File: src/hdl/cgs_queue.sv
`default_nettype none

// Plain synchronous queue; the writer keeps it from overflowing.
module cgs_queue #(
   parameter int WIDTH = 8,
   parameter int DEPTH = 8
) (
   input  wire logic             clock,
   input  wire logic             reset,
   input  wire logic             push,
   input  wire logic [WIDTH-1:0] push_data,
   input  wire logic             pop,
   output logic      [WIDTH-1:0] pop_data,
   output logic                  empty
);

   localparam int AW = $clog2(DEPTH);
   localparam int CW = $clog2(DEPTH + 1);

   logic [WIDTH-1:0] store_ff [DEPTH];
   logic [AW-1:0]    wr_ptr_ff, wr_ptr_in;
   logic [AW-1:0]    rd_ptr_ff, rd_ptr_in;
   logic [CW-1:0]    count_ff, count_in;
   logic             do_pop;

   assign empty    = (count_ff == '0);
   assign do_pop   = pop && !empty;
   assign pop_data = store_ff[rd_ptr_ff];

   // advance pointers with wrap at the depth
   always_comb begin
      wr_ptr_in = wr_ptr_ff;
      rd_ptr_in = rd_ptr_ff;
      count_in  = count_ff;
      if (push) begin
         wr_ptr_in = (wr_ptr_ff == AW'(DEPTH - 1)) ? '0 : wr_ptr_ff + 1'b1;
      end
      if (do_pop) begin
         rd_ptr_in = (rd_ptr_ff == AW'(DEPTH - 1)) ? '0 : rd_ptr_ff + 1'b1;
      end
      unique case ({push, do_pop})
         2'b10:   count_in = count_ff + 1'b1;
         2'b01:   count_in = count_ff - 1'b1;
         default: count_in = count_ff;
      endcase
   end

   always_ff @(posedge clock) begin
      if (reset) begin
         wr_ptr_ff <= '0;
         rd_ptr_ff <= '0;
         count_ff  <= '0;
      end else begin
         wr_ptr_ff <= wr_ptr_in;
         rd_ptr_ff <= rd_ptr_in;
         count_ff  <= count_in;
      end
   end

   // hold payload, write at the tail
   always_ff @(posedge clock) begin
      if (push) begin
         store_ff[wr_ptr_ff] <= push_data;
      end
   end

endmodule

`default_nettype wire

File: config.mk
export PLATFORM = sky130hd
export DESIGN_NAME = cgs_queue
export DESIGN_NICKNAME = d
export VERILOG_FILES = /design/src/hdl/cgs_queue.sv
export SDC_FILE = /design/constraint.sdc
export NUM_CORES = 1
export LEC_CHECK = 0
export BUFFER_PORTS_ARGS = -buffer_cell sky130_fd_sc_hd__buf_2
export CAP_MARGIN = 0
export CORE_ASPECT_RATIO = 1.4
export CORE_MARGIN = 5
export CORE_UTILIZATION = 53
export DETAILED_ROUTE_END_ITERATION = 8
export PLACE_DENSITY = 0.74
export SLEW_MARGIN = 20
export SYNTH_ARGS = -nofsm -noshare
export SYNTH_HDL_FRONTEND = slang
export SYNTH_SLANG_ARGS = --single-unit
File: constraint.sdc
create_clock -name clock -period 2.2 [get_ports clock]
set_clock_uncertainty 0.1 [all_clocks]
set_input_delay 0.22 -clock clock [delete_from_list [all_inputs] [get_ports clock]]
set_output_delay 0.22 -clock clock [all_outputs]
set_load 0.005 [all_outputs]
==> key figures <==
Logic synthesis
  • #FFs+latches synth: 77
  • Syn_nets: 186
  • Syn Area/Cell: 18.8 sq um
  • Post-synth design cell area: 0.00313 sq mm
  • Synth area leaders: edfxtp_1, mux4_1, dfxtp_1
  • Synth Flop Type: edfxtp_1
  • Post-synth top area cell: edfxtp_1
  • Number of flops mapped to enable cells by yosys: 64
  • YS warnings: 0
  • Sequential element share of the synthesized area: 0.697
  • Yosys top cell area share: 0.614
  • Post-synthesis cell type count: 27
  • Synth async-reset ratio: 0
  • Commonest cells post-synth: edfxtp_1, mux4_1, nor2_1
  • Post-Synthesis Cells: 167
  • Count leader, synth: edfxtp_1

STA
  • Worst slew pin tran: 0.438 ns
  • # setup viols final: 2
  • Slew Limit Fails: 0
  • Final min period: 2.24 ns
  • Hold Fails Final Rpt: 0
  • Final setup margin: -0.0403 ns
  • RSZ-0062 raised after global routing: true
  • Slew HR: 0.708
  • Fin crit share: 1.02
  • Peak Freq: 446 MHz

Hold path
  • Hold WC Path Type: primary input to register
  • Hold endpoint: store_ff[6][5]$_DFFE_PP_
  • HP Start: push_data[5]
  • Hold Path Stages: 1

Clock network
  • Post-CTS Hold Fix Bufs: 0
  • CTS tree: yes
  • Clock Sink Count: 77
  • Clk slew on worst S/H paths: 0.07 ns
  • Clock Tree Buf Depth: 2
  • Clock root buffer master: clkbuf_8
  • H-tree Lvls: 3
  • Total CTS buffers: 9
  • Worst skew pair latency: 0.34 ns

Die
  • Placement row count: 33
  • Core ar.: 0.00582 sq mm
  • Die height: 101 microns
  • Die area: 0.00757 sq mm
  • Die width: 75.0 microns
  • Number of I/O pins: 21
  • Initial core utilization: 0.538

Route
  • Pre-Repair DR Iteration Count: 4
  • Post-DRT Antenna Nets: 0
  • Total wire length: 5360 microns
  • Residual DRC: 0
  • Routed length per instance: 18.7 microns
  • Drt initial violations: 104
  • Avg Vias per Cell: 5.65
  • Routed vias: 1615

Finish
  • Antenna cells: 0
  • Final Core Density: 0.636
  • Non-filler instance count after layout: 286
  • Layout cells sized above 1: 0.352
  • Final net count: 230
  • Synthesis-to-layout area growth: 18.2%
  • Seq. cell area: 0.00219 sq mm
  • Fillers: 414
  • Final instance area: 0.00370 sq mm
  • Multi-input gate area: 955 sq um

Power and ir drop
  • Clock network fraction of design power: 0.272
  • Logic pwr share: 0.260
  • Maximum VDD drop: 619 uV
  • Psw: 0.000940 W
  • PwrDens: 1010 mW/mm^2
  • Internal power: 0.00279 W
  • Part of the power in registers: 0.468
  • Leak: 1.32 nW
  • Tot Pwr: 0.00373 W
  • Sw Share: 0.252

Critical path
  • CP Launch Type: register
  • Crit Path Category: register to register
  • Crit end category: register
  • Worst EP required: 2.37 ns
  • Worst-case reg-to-reg path depth: 9
  • R2r setup slk: -0.04 ns
  • RR Endpoint: count_ff[2]$_SDFFE_PP0P_
  • CP arrival: 2.41 ns
  • Worst-path fanout max: 5
  • Reg-to-reg startpoint: count_ff[2]$_SDFFE_PP0P_

GRT
  • Met2 usage: 0.276
  • Vias in the first global route: 1666
  • Met3 Track Usage GR: 0.0210
  • First-pass GRT wire length: 8320 microns
  • Initial antenna violation count: 0
  • M1 GR Usage: 0.173
  • Busiest grt layer: met2
  • Overflow after GRT: 0
  • Largest net degree at the start of global routing: 17
  • All-Layer GR Usage: 0.156

Outcome
  • Failing checks: negative setup slack
  • Status: complete, but fails checks

Placed design
  • Detailed Place HPWL: 3490 microns
  • RePlAce Congestion: 0.855
  • # port buffers: 20
  • Placed Cells: 264
  • Pre-CTS setup slack: -0.0896 ns
  • DP Area: 0.00341 sq mm

Run
  • # Max-Cap Violations: 0
-- flip-flops by register name, summed over array words and instances, names as in the netlist, named ones only --
register,cells
rd_ptr_ff,3
wr_ptr_ff,3
store_ff,64
count_ff,4
-- worst max-delay path by stage --
| stage | depth (start not counted) | from | to | slack [ns] |
|---|---|---|---|---|
| 2_1_floorplan | 7 | count_ff[2]$_SDFFE_PP0P_ | count_ff[3]$_SDFFE_PP0P_ | 0.008 |
| 3_3_place_gp | 7 | count_ff[3]$_SDFFE_PP0P_ | count_ff[3]$_SDFFE_PP0P_ | 0.07 |
| 3_5_place_dp | 9 | count_ff[3]$_SDFFE_PP0P_ | count_ff[2]$_SDFFE_PP0P_ | -0.09 |
| 4_1_cts | 9 | count_ff[0]$_SDFFE_PP0P_ | count_ff[2]$_SDFFE_PP0P_ | -0.02 |
| 5_1_grt | 9 | count_ff[2]$_SDFFE_PP0P_ | count_ff[2]$_SDFFE_PP0P_ | -0.14 |
| 6_report | 9 | count_ff[2]$_SDFFE_PP0P_ | count_ff[2]$_SDFFE_PP0P_ | -0.04 |
-- per-layer routing --
layer  share of wire  wire length [microns]  up-vias
met4           0.028                    150        0
met5               0                      0        -
met1            0.38                   2030      800
met2            0.56                   2980       43
li1                -                      -      758
met3           0.037                    200       14
-- worst max-delay path, cell delays in order (launching register included) --
cell	delay, ns
dfxtp_2	0.34
o41ai_4	0.41
inv_2	0.13
ha_4	0.21
xor2_2	0.14
ha_2	0.19
a21oi_2	0.11
xor2_1	0.08
or3_1	0.32
a21oi_2	0.13
-- stage by stage --
step	setup TNS (ns)	hold slack, ns
6_report	-0.0762	0.0515
5_1_grt	-0.245	0.0603
4_1_cts	-0.0192	0.0391
3_5_place_dp	-0.151	0.389
3_3_place_gp	0	0.367
2_1_floorplan	0	0.219
-- layout by cell type (no fill, tap or decap), types with 2 or more instances in the layout --
cell,n
ha_1,4
ha_4,2
a21oi_2,3
nor3_1,3
buf_4,17
nand2_1,6
a21oi_1,5
mux2i_1,3
dfxtp_1,10
buf_2,20
xor2_1,2
clkinv_2,2
nor2_1,14
mux2_2,9
edfxtp_1,64
clkbuf_1,2
dfxtp_2,3
clkbuf_8,10
mux4_1,15
nand2b_1,4
-- timing repair --
item                       in CTS  in global routing
pin swaps                       4                  2
setup endpoints to repair       3                  3
gates resized for setup         7                  4
cloned                          0                  1
setup buffers                   3                  2
-- logic make-up (layout without fill, tap and decap cells) --
family / count (synthesis) / after routing / share of synthesized area
DFF: 77 / 77 / 0.697
AOI/OAI and AO/OA: 11 / 11 / 0.0224
adders and majority gates: 7 / 7 / 0.0280
and+or+nand+nor: 33 / 33 / 0.0507
xor gates and xnor gates: 3 / 3 / 0.00839
buffers and inverters: 8 / 57 / 0.0176
muxes: 28 / 28 / 0.176
-- area by class of cell --
class / count / area share
Clock buffer: 12 / 0.0392
Clock inverter: 4 / 0.0132
Inverter: 2 / 0.00203
Multi-Input combinational cell: 82 / 0.258
Sequential cell: 77 / 0.590
Tap cell: 70 / 0.0237
Timing Repair Buffer: 39 / 0.0737
-- power by group through the flow --
| stage | registers, W | clock network [W] | logic, W |
|---|---|---|---|
| 2_1_floorplan | 0.00176 | 0 | 0.000580 |
| 3_3_place_gp | 0.00175 | 0 | 0.000769 |
| 3_5_place_dp | 0.00176 | 0 | 0.000815 |
| 4_1_cts | 0.00173 | 0.00103 | 0.000901 |
| 5_1_grt | 0.00175 | 0.00110 | 0.00105 |
| 6_report | 0.00174 | 0.00101 | 0.000969 |
No activity file was read; power rests on OpenSTA's default activity.
