### config.mk
export PLATFORM = sky130hd
export DESIGN_NAME = cgs_back
export DESIGN_NICKNAME = d
export VERILOG_FILES = /design/src/hdl/cgs_pkg.sv /design/src/hdl/cgs_back.sv
export SDC_FILE = /design/constraint.sdc
export NUM_CORES = 1
export LEC_CHECK = 0
export BUFFER_PORTS_ARGS = -buffer_cell sky130_fd_sc_hd__clkbuf_2
export CAP_MARGIN = 0
export CORE_UTILIZATION = 65
export CTS_CLUSTER_SIZE = 8
export DETAILED_ROUTE_END_ITERATION = 8
export PLACE_DENSITY = 0.83
export SETUP_SLACK_MARGIN = 0.15
export SYNTH_ARGS = -nofsm -noshare
export SYNTH_HDL_FRONTEND = slang
export SYNTH_SLANG_ARGS = --single-unit
export TNS_END_PERCENT = 1
### constraint.sdc
create_clock -name clock -period 7.05 [get_ports clock]
set_input_delay 1.7625 -clock clock [delete_from_list [all_inputs] [get_ports clock]]
set_output_delay 1.7625 -clock clock [all_outputs]
set_load 0.005 [all_outputs]
### src/hdl/cgs_pkg.sv
`default_nettype none

package cgs_pkg;

   localparam int CH_COUNT   = 3;
   localparam int RAW_WIDTH  = 16;
   localparam int GAIN_WIDTH = 16;
   localparam int PROD_WIDTH = RAW_WIDTH + GAIN_WIDTH;
   localparam int QUO_BITS   = 8;
   localparam int DIV_WIDTH  = 9;

   // p / 1000 == (p >> 3) / 125; 125 is done by reciprocal, exact for p >> 3 < 2**29
   localparam int RECIP_WIDTH = 30;
   localparam int RECIP_SHIFT = 36;
   localparam logic [RECIP_WIDTH-1:0] RECIP_125 = 30'd549755814;
   localparam int SCL_WIDTH = (PROD_WIDTH - 3) + RECIP_WIDTH;
   localparam int QRAW_WIDTH = SCL_WIDTH - RECIP_SHIFT;

   // register indexes
   localparam int CSR_INDEX_WIDTH = 2;
   localparam logic [CSR_INDEX_WIDTH-1:0] CSR_GAIN_RED   = 2'd0;
   localparam logic [CSR_INDEX_WIDTH-1:0] CSR_GAIN_GREEN = 2'd1;
   localparam logic [CSR_INDEX_WIDTH-1:0] CSR_GAIN_BLUE  = 2'd2;

   localparam logic [GAIN_WIDTH-1:0] GAIN_RED_RESET   = 16'd210;
   localparam logic [GAIN_WIDTH-1:0] GAIN_GREEN_RESET = 16'd140;
   localparam logic [GAIN_WIDTH-1:0] GAIN_BLUE_RESET  = 16'd280;

   // corrected triple and its divisor, channel 0 is red
   typedef struct packed {
      logic [DIV_WIDTH-1:0]                    div;
      logic [CH_COUNT-1:0][RAW_WIDTH-1:0]      chan;
   } mid_item_type;

   typedef struct packed {
      logic                                    push;
      mid_item_type                            item;
   } mid_push_type;

   typedef struct packed {
      logic [CH_COUNT-1:0][QUO_BITS-1:0]       chan;
   } pix_type;

   typedef struct packed {
      logic                                    push;
      pix_type                                 pix;
   } pix_push_type;

endpackage

`default_nettype wire

### src/hdl/cgs_back.sv
`default_nettype none

// Divide each corrected channel by the divisor, one quotient bit per stage.
module cgs_back #(
   parameter int OUT_DEPTH = 16
) (
   input  wire logic                  clock,
   input  wire logic                  reset,
   input  wire logic                  mid_empty,
   input  wire cgs_pkg::mid_item_type mid_item,
   output logic                       mid_pop,
   output cgs_pkg::pix_push_type      pix_push,
   input  wire logic                  rsp_done
);

   import cgs_pkg::*;

   localparam int CW = $clog2(OUT_DEPTH + 1);
   localparam int STAGES = QUO_BITS;

   typedef struct packed {
      logic [DIV_WIDTH-1:0]               div;
      logic [CH_COUNT-1:0][RAW_WIDTH-1:0] rem;
      logic [CH_COUNT-1:0][QUO_BITS-1:0]  quo;
   } div_stage_type;

   div_stage_type     stage_src [STAGES];
   div_stage_type     stage_in  [STAGES];
   div_stage_type     stage_ff  [STAGES];
   logic [STAGES-1:0] valid_ff, valid_in;
   logic [CW-1:0]     cnt_ff, cnt_in;
   logic              issue;

   // take a triple only when the output queue has room for it
   assign issue   = !mid_empty && (cnt_ff < CW'(OUT_DEPTH));
   assign mid_pop = issue;

   for (genvar k = 0; k < STAGES; k++) begin : g_stage
      if (k == 0) begin : g_head
         assign stage_src[k].div = mid_item.div;
         assign stage_src[k].rem = mid_item.chan;
         assign stage_src[k].quo = '0;
      end else begin : g_body
         assign stage_src[k] = stage_ff[k-1];
      end

      // compare and subtract the shifted divisor for one quotient bit
      always_comb begin
         logic [RAW_WIDTH-1:0] dsh;
         dsh = RAW_WIDTH'(stage_src[k].div) << (QUO_BITS - 1 - k);
         stage_in[k] = stage_src[k];
         for (int c = 0; c < CH_COUNT; c++) begin
            if (stage_src[k].rem[c] >= dsh) begin
               stage_in[k].rem[c] = stage_src[k].rem[c] - dsh;
               stage_in[k].quo[c][QUO_BITS-1-k] = 1'b1;
            end
         end
      end

      always_ff @(posedge clock) begin
         stage_ff[k] <= stage_in[k];
      end
   end

   assign valid_in = {valid_ff[STAGES-2:0], issue};

   // count items between issue and the result transfer
   always_comb begin
      unique case ({issue, rsp_done})
         2'b10:   cnt_in = cnt_ff + 1'b1;
         2'b01:   cnt_in = cnt_ff - 1'b1;
         default: cnt_in = cnt_ff;
      endcase
   end

   always_ff @(posedge clock) begin
      if (reset) begin
         valid_ff <= '0;
         cnt_ff   <= '0;
      end else begin
         valid_ff <= valid_in;
         cnt_ff   <= cnt_in;
      end
   end

   assign pix_push.push     = valid_ff[STAGES-1];
   assign pix_push.pix.chan = stage_ff[STAGES-1].quo;

endmodule

`default_nettype wire

==> impl_results.rst, run 1 <==
.. list-table::
   :header-rows: 1

   * - Metric
     - Value
   * - Number of buffers added by the clock tree synthesis step
     - 74
   * - Maximum level of the CTS H-tree
     - 3
   * - Worst rel slew slack
     - 0.254
   * - Combinational cell fraction of total power
     - 0.398
   * - Tot GR Track Use
     - 0.286
   * - Rows
     - 69
   * - Pwr/cell area
     - 471 nW/µm²
   * - Count of endpoints failing setup in the final report
     - 0
   * - Root buffer cell
     - clkbuf_16
   * - Number of nets with antenna violations after detailed routing
     - 0
   * - Result of the run
     - complete, no violations
   * - Worst hold stages
     - 0
   * - Clock buffer depth
     - 3
   * - Least setup slack across all paths after layout
     - ~3.0 ns
   * - Total via count in the routed design
     - approximately 18000
   * - Final Net Count
     - roughly 2800
   * - Boundary Pins
     - between 80 and 90
   * - # Max-Cap Violations
     - 0
   * - Count of routing violations after the opening detailed-route iteration
     - roughly 900
   * - Number of antenna cells inserted
     - 0
   * - Post-synthesis sequential element count
     - 520
   * - Placeable Area
     - 35800 µm²
   * - Critical path class
     - input port to output pin
   * - Synth Instances
     - 2422
   * - Max Freq
     - 247 MHz
   * - Worst-case clock skew
     - roughly 0.02 ns
   * - Max Transition Viols Final
     - 0
   * - Cell type with the highest aggregate area in the netlist
     - dfxtp_1
   * - Fraction of power spent switching nets
     - 0.350
   * - Gp weighted congestion
     - 0.967
   * - Die Area
     - between 30000 and 40000 µm²
   * - Count of distinct cell types in the synthesized netlist
     - slightly below 80
   * - Crit path DAT
     - ~2.3 ns
   * - Sequential area share after synthesis
     - 0.436
   * - Die extent in y
     - just under 200 µm
   * - Proportion of layout cells with a drive suffix above 1
     - 0.118
   * - Worst slack after detailed placement
     - roughly 2.8 ns
   * - Standby leakage power
     - approximately 12 nW
   * - Post-synthesis net count
     - between 2000 and 3000
   * - WL per Instance
     - 17.9 µm
   * - Clock Latency Late Sink
     - roughly 0.58 ns
   * - Reg2Reg Depth
     - 8
   * - Overflow after GRT
     - 0
   * - Number of buffers added to fix hold violations after cts
     - 0
   * - Async set or reset register ratio after synthesis
     - 0
   * - Die W
     - approximately 190 µm
   * - Count of filler cells inserted in the layout
     - between 2000 and 3000
   * - Area growth from synthesis to layout
     - 10.8%
   * - Fraction of the cycle the final worst path needs
     - 0.574
   * - Number of enable-type register cells in the synthesized netlist
     - 0
   * - Fraction of power consumed by the clock network
     - 0.242
   * - Total wire length
     - between 50 and 60 mm
   * - Synth top area share
     - 0.436
   * - Maximum VDD drop
     - approximately 300 µV
   * - Cts repair resizes
     - 0
   * - CP Capture Type
     - output pin
   * - Post-synthesis average cell area
     - around 10 µm²
   * - Sequential group share of total power
     - 0.360
   * - Min Clock Period, post-route
     - between 4 and 5 ns
   * - Internal power component
     - ~0.008 W
   * - Yosys warns
     - 0
   * - Setup bufs post-CTS
     - 0
   * - Setup TNS Final
     - 0 ns
   * - Required time of the critical path
     - about 5.3 ns
   * - Leading post-synthesis cells by cell area
     - dfxtp_1 (44%), ha_1 (12%), a21oi_1 (4.0%), mux2_2 (3.8%), xnor2_1 (3.6%)
   * - Area of the mapped netlist
     - between 20000 and 25000 µm²
   * - Leading post-synthesis cells by instance count
     - dfxtp_1 (520), ha_1 (220), nor2_1 (194)
   * - Switching power total
     - around 0.0044 W
   * - Startpoint types
     - input port
   * - Wire length of the first global-routing pass
     - approximately 87 mm
   * - CTS clk-pin slew, worst paths
     - ~0.05 ns
   * - Vias per Instance
     - between 5 and 6
   * - Antenna violations before repair
     - 0
   * - Most numerous cell in the Yosys netlist
     - dfxtp_1
   * - Drt pass-1 iters
     - 5
   * - Port-buffer cells
     - 86
   * - Initial core utilization
     - 0.666
   * - HPWL Detailed
     - 40.8 mm
   * - Clock tree from TritonCTS
     - built
   * - Unrepaired setup endpoints after global routing
     - no
   * - Dominant synthesized flop cell
     - dfxtp_1
   * - Post-route DRC
     - 0
   * - Worst hold path type
     - flip-flop to flip-flop
   * - Maximum number of pins on one net before global-route repair
     - 23
   * - Via count of the first global-routing pass
     - 17600
   * - Clock tree sinks
     - 520
   * - Hold Fails Final Rpt
     - 0
   * - CP max FO
     - 3
   * - Slew at the pin with the worst max-slew slack
     - about 1.1 ns
stage by stage:
stage | power [W] | utilization | cells | instance area (µm²) | hold WS (ns)
5_1_grt | 0.0133 | 0.738 | 2988 | 26400 | 0.324
3_3_place_gp | 0.00918 | 0.684 | 2908 | 24500 | 0.309
2_1_floorplan | 0.00835 | - | 2422 | 23900 | 0.310
3_5_place_dp | 0.00935 | 0.684 | 2908 | 24500 | 0.312
4_1_cts | 0.0125 | 0.738 | 2988 | 26400 | 0.322
6_report | 0.0125 | 0.738 | 2988 | 26400 | 0.317
cells in the final DEF, fill, tap and decap left out, types with 19 or more instances in the layout:
cell | synthesis | final
o21a_1 | 27 | 27
or2_2 | 24 | 24
a21o_1 | 38 | 38
nor2_1 | 194 | 194
a31oi_1 | 22 | 22
dfxtp_1 | 520 | 520
mux2i_1 | 19 | 19
nor4_1 | 39 | 39
inv_1 | 165 | 165
nand3_1 | 19 | 19
a21oi_1 | 190 | 190
o21ai_0 | 98 | 98
nand4_1 | 32 | 32
nand2_1 | 96 | 96
nand2b_1 | 27 | 27
ha_1 | 220 | 220
mux2_2 | 80 | 80
fa_1 | 22 | 22
clkbuf_16 | 0 | 74
nor3_1 | 57 | 57
xor2_1 | 72 | 72
nor2b_1 | 51 | 51
xnor2_1 | 99 | 99
clkbuf_2 | 0 | 86
routing by layer:
layer  part of all wire  track usage  vias up
met5                  0            0        -
met4              0.056        0.178        0
met3              0.037       0.0364      158
met2               0.51        0.521      520
met1               0.40        0.316     8091
li1                   -            -     8731
final timing paths:
kind | start | endpoint | slack [ns]
max | mid_empty | mid_pop | 3.00
min | stage_ff[1][166] | stage_ff[1][247] | 0.32
max reg2reg | stage_ff[1][73] | stage_ff[1][135] | 3.73
min reg2reg | stage_ff[1][166] | stage_ff[1][247] | 0.32
critical path, cell delays in order:
cell and delay [ns]:
clkbuf_2 0.07, or2_2 0.29, inv_1 0.06, clkbuf_2 0.10
layout make-up:
cell class,count,area (µm²),share of cell area
Tap cell,461,577,0.0218
Clock buffer,74,1850,0.0700
Clock inverter,6,71.3,0.00270
Sequential cell,520,10400,0.394
Inverter,166,623,0.0236
Timing Repair Buffer,87,438,0.0166
Multi-Input combinational cell,1674,12500,0.472
cell families after synthesis:
logic type	share of synthesized area
and+or+nand+nor	0.139
AOI/OAI and AO/OA	0.138
DFF	0.436
adders and majority gates	0.134
buffers and inverters	0.0422
xor gates and xnor gates	0.0627
muxes	0.0482
registers in the layout (all words and copies together), names as in the netlist:
name	cells
valid_ff	8
cnt_ff	5
stage_ff	507
power groups by stage:
stage | registers (W) | clock network, W | logic [W]
detailed placement | 0.00452 | 0 | 0.00483
finish | 0.00449 | 0.00301 | 0.00496
floorplan | 0.00432 | 0 | 0.00403
CTS | 0.00448 | 0.00306 | 0.00492
global placement | 0.00449 | 0 | 0.00470
global route | 0.00457 | 0.00322 | 0.00553
Note: power is estimated with default switching activity, not from simulation.
==> inputs of run 2 (changes only) <==
--- a/config.mk
+++ b/config.mk
@@ -7,10 +7,10 @@
 export LEC_CHECK = 0
 export BUFFER_PORTS_ARGS = -buffer_cell sky130_fd_sc_hd__clkbuf_2
 export CAP_MARGIN = 0
-export CORE_UTILIZATION = 65
+export CORE_UTILIZATION = 56
 export CTS_CLUSTER_SIZE = 8
 export DETAILED_ROUTE_END_ITERATION = 8
-export PLACE_DENSITY = 0.83
+export PLACE_DENSITY = 0.76
 export SETUP_SLACK_MARGIN = 0.15
 export SYNTH_ARGS = -nofsm -noshare
 export SYNTH_HDL_FRONTEND = slang
==> constraint.sdc (replaced) <==
create_clock -name clock -period 3.3 [get_ports clock]
set_input_delay 0.825 -clock clock [delete_from_list [all_inputs] [get_ports clock]]
set_output_delay 0.825 -clock clock [all_outputs]
set_load 0.005 [all_outputs]
==> impl_results.rst, run 2 (synthesized netlist as in run 1, its figures left out) <==
.. list-table::
   :header-rows: 1

   * - Metric
     - Value
   * - Clock tree from TritonCTS
     - built (unchanged)
   * - Via count of the first global-routing pass
     - 17300 (was 17600)
   * - Drt pass-1 iters
     - 5 (unchanged)
   * - Register name with the most flops
     - stage_ff (unchanged)
   * - Max Freq
     - about 350 MHz
   * - Reg2Reg Depth
     - 7 (was 8)
   * - Crit path DAT
     - 3.31 ns (was 2.28 ns)
   * - Fraction of power consumed by the clock network
     - 0.244 (was 0.242)
   * - Critical path class
     - flip-flop to flip-flop (was input port to output pin)
   * - Boundary Pins
     - 87 (unchanged)
   * - Die Area
     - 43500 µm² (was 37500 µm²)
   * - Flip-flop count of the largest register, all copies and words added
     - 507 (unchanged)
   * - Final cell area excluding filler cells
     - 26700 µm² (was 26400 µm²)
   * - Area growth from synthesis to layout
     - 11.7% (was 10.8%)
   * - Met2 usage in global routing
     - 0.433 (was 0.521)
   * - Clock buffer depth
     - 3 (unchanged)
   * - Unrepaired setup endpoints after global routing
     - no (unchanged)
   * - Result of the run
     - complete, no violations (unchanged)
   * - Worst hold margin
     - 0.312 ns (was 0.317 ns)
   * - Slew at the pin with the worst max-slew slack
     - 0.702 ns (was 1.12 ns)
   * - Setup TNS Final
     - 0 ns (unchanged)
   * - Switching power total
     - 0.00919 W (was 0.00436 W)
   * - Highest-count cells in the layout ignoring fill and taps
     - dfxtp_1 (520), ha_1 (220), nor2_1 (194), a21oi_1 (190), inv_1 (165) (unchanged)
   * - Setup bufs post-CTS
     - 0 (unchanged)
   * - Count of endpoints failing setup in the final report
     - 0 (unchanged)
   * - Number of nets with antenna violations after detailed routing
     - 0 (unchanged)
   * - Vias per Instance
     - 5.56 (was 5.86)
   * - WL per Instance
     - 17.0 µm (was 17.9 µm)
   * - Fraction of power spent switching nets
     - 0.346 (was 0.350)
   * - Min Clock Period, post-route
     - between 2 and 3 ns
   * - Reg2Reg Capture Point
     - stage_ff[1][31] (was stage_ff[1][135])
   * - Startpoint types
     - flip-flop (was input port)
   * - Total wire length
     - 52.3 mm (was 53.6 mm)
   * - Least setup slack across all paths after layout
     - 0.454 ns (was 3.00 ns)
   * - Initial core utilization
     - 0.568 (was 0.666)
   * - Pwr/cell area
     - 996 nW/µm² (was 471 nW/µm²)
   * - Register cell area after layout
     - 10400 µm² (unchanged)
   * - Standby leakage power
     - 11.8 nW (about the same)
   * - Placeable Area
     - 42000 µm² (was 35800 µm²)
   * - Worst-case clock skew
     - 0.0176 ns (was 0.0200 ns)
   * - Hold Fails Final Rpt
     - 0 (unchanged)
   * - Beginning of the critical path
     - stage_ff[0][316] (was mid_empty)
   * - Worst slack after detailed placement
     - 0.313 ns (was 2.83 ns)
   * - Worst hold path type
     - flip-flop to flip-flop (unchanged)
   * - CP Capture Type
     - flip-flop (was output pin)
   * - Maximum number of pins on one net before global-route repair
     - 23 (unchanged)
   * - Tot GR Track Use
     - 0.240 (was 0.286)
   * - Number of buffers added by the clock tree synthesis step
     - 74 (unchanged)
   * - Worst rel slew slack
     - 0.530 (was 0.254)
   * - Required time of the critical path
     - 3.76 ns (was 5.29 ns)
   * - Top Usage Layer GRT
     - met2 (unchanged)
   * - Clock tree sinks
     - 520 (unchanged)
   * - # Max-Cap Violations
     - 0 (unchanged)
   * - Capture point of the critical path
     - stage_ff[1][31] (was mid_pop)
   * - Final cell utilization of the core
     - 0.634 (was 0.738)
   * - Fraction of the cycle the final worst path needs
     - 0.863
   * - Antenna violations before repair
     - 0 (unchanged)
   * - Wire length of the first global-routing pass
     - 84.0 mm (was 86.8 mm)
   * - CTS clk-pin slew, worst paths
     - 0.05 ns (about the same)
   * - Count of routing violations after the opening detailed-route iteration
     - 872 (was 893)
   * - Largest registers
     - stage_ff (507), valid_ff (8), cnt_ff (5) (unchanged)
   * - Internal power component
     - 0.0174 W (was 0.00810 W)
   * - HPWL Detailed
     - 40.9 mm (was 40.8 mm)
   * - Sequential group share of total power
     - 0.360 (about the same)
   * - Total via count in the routed design
     - 17100 (was 17500)
   * - Met1 usage in global routing
     - 0.267 (was 0.316)
   * - Die W
     - 208 µm (was 194 µm)
   * - Post-place instance area
     - 24700 µm² (was 24500 µm²)
   * - Proportion of layout cells with a drive suffix above 1
     - 0.123 (was 0.118)
   * - CP max FO
     - 19 (was 3)
   * - Rows
     - 75 (was 69)
   * - Maximum VDD drop
     - 414 µV (was 306 µV)
   * - Post-route DRC
     - 0 (unchanged)
   * - Commonest non-fill, non-tap cell in the layout
     - dfxtp_1 (unchanged)
   * - Combinational cell fraction of total power
     - 0.396 (was 0.398)
   * - Cts repair resizes
     - 0 (unchanged)
   * - Clock Latency Late Sink
     - 0.60 ns (was 0.58 ns)
   * - Met3 capacity usage during global routing
     - 0.0392 (was 0.0364)
   * - Overflow after GRT
     - 0 (unchanged)
   * - Count of filler cells inserted in the layout
     - 3433 (was 2570)
   * - Gp weighted congestion
     - 0.919 (was 0.967)
   * - Register-to-Register Setup Slack
     - 0.45 ns (was 3.73 ns)
   * - Die extent in y
     - 208 µm (was 194 µm)
   * - Number of antenna cells inserted
     - 0 (unchanged)
   * - Port-buffer cells
     - 86 (unchanged)
   * - Root buffer cell
     - clkbuf_16 (unchanged)
   * - Number of buffers added to fix hold violations after cts
     - 0 (unchanged)
   * - Max Transition Viols Final
     - 0 (unchanged)
   * - Area occupied by multi-input gates
     - 12500 µm² (unchanged)
   * - Startpoint of the most critical register-to-register path
     - stage_ff[0][316] (was stage_ff[1][73])
   * - Final Net Count
     - 2841 (was 2826)
   * - Maximum level of the CTS H-tree
     - 3 (unchanged)
-- run 2: cell types whose count changed in the layout (fill, tap and decap cells not counted), sizes merged --
cell    before  now
buf          1   16
clkbuf     160  161
clkinv       2    3
inv        170  168
-- run 2: worst max-delay path: stages, from the launching register on --
cell	delay [ns]
dfxtp_1	0.32
inv_1	0.11
ha_1	0.31
nor2b_1	0.14
o31ai_1	0.38
a21oi_1	0.16
or4b_1	0.87
mux2_2	0.41
-- run 2: stage by stage --
step,power (W),std cells
floorplan,0.0178,2422
global placement,0.0197,3001
detailed placement,0.0200,3001
CTS,0.0266,3081
global route,0.0285,3081
finish,0.0266,3081
-- run 2: layout make-up --
| cell class | instances | share of cell area |
|---|---|---|
| Multi-Input combinational cell | 1674 | 0.467 |
| Inverter | 166 | 0.0234 |
| Clock buffer | 75 | 0.0704 |
| Tap cell | 539 | 0.0253 |
| Timing Repair Buffer | 102 | 0.0206 |
| Clock inverter | 5 | 0.00263 |
| Sequential cell | 520 | 0.390 |
-- run 2: power by group through the flow --
| stage | clock (W) | sequential, W | combinational, W |
|---|---|---|---|
| 5_1_grt | 0.00693 | 0.00975 | 0.0118 |
| 4_1_cts | 0.00663 | 0.00954 | 0.0104 |
| 3_3_place_gp | 0 | 0.00961 | 0.0101 |
| 2_1_floorplan | 0 | 0.00923 | 0.00861 |
| 3_5_place_dp | 0 | 0.00964 | 0.0103 |
| 6_report | 0.00648 | 0.00956 | 0.0105 |
-- run 2: how the worst min path moves through the flow --
stage | from | endpoint | slack [ns] | cells past startpoint
2_1_floorplan | stage_ff[0][23] | stage_ff[0][104] | 0.31 | 0
3_3_place_gp | stage_ff[1][93] | stage_ff[1][174] | 0.31 | 0
3_5_place_dp | stage_ff[1][93] | stage_ff[1][174] | 0.31 | 0
4_1_cts | stage_ff[1][11] | stage_ff[1][92] | 0.31 | 0
5_1_grt | stage_ff[1][11] | stage_ff[1][92] | 0.32 | 0
6_report | stage_ff[1][11] | stage_ff[1][92] | 0.31 | 0
-- run 2: layer usage --
layer  routed length, µm  share of wire  vias to the layer above
met1               21800           0.42                     7818
met3                1900          0.036                      148
met4                2740          0.052                        0
met5                   0              0                        -
li1                    -              -                     8750
met2               25800           0.49                      406
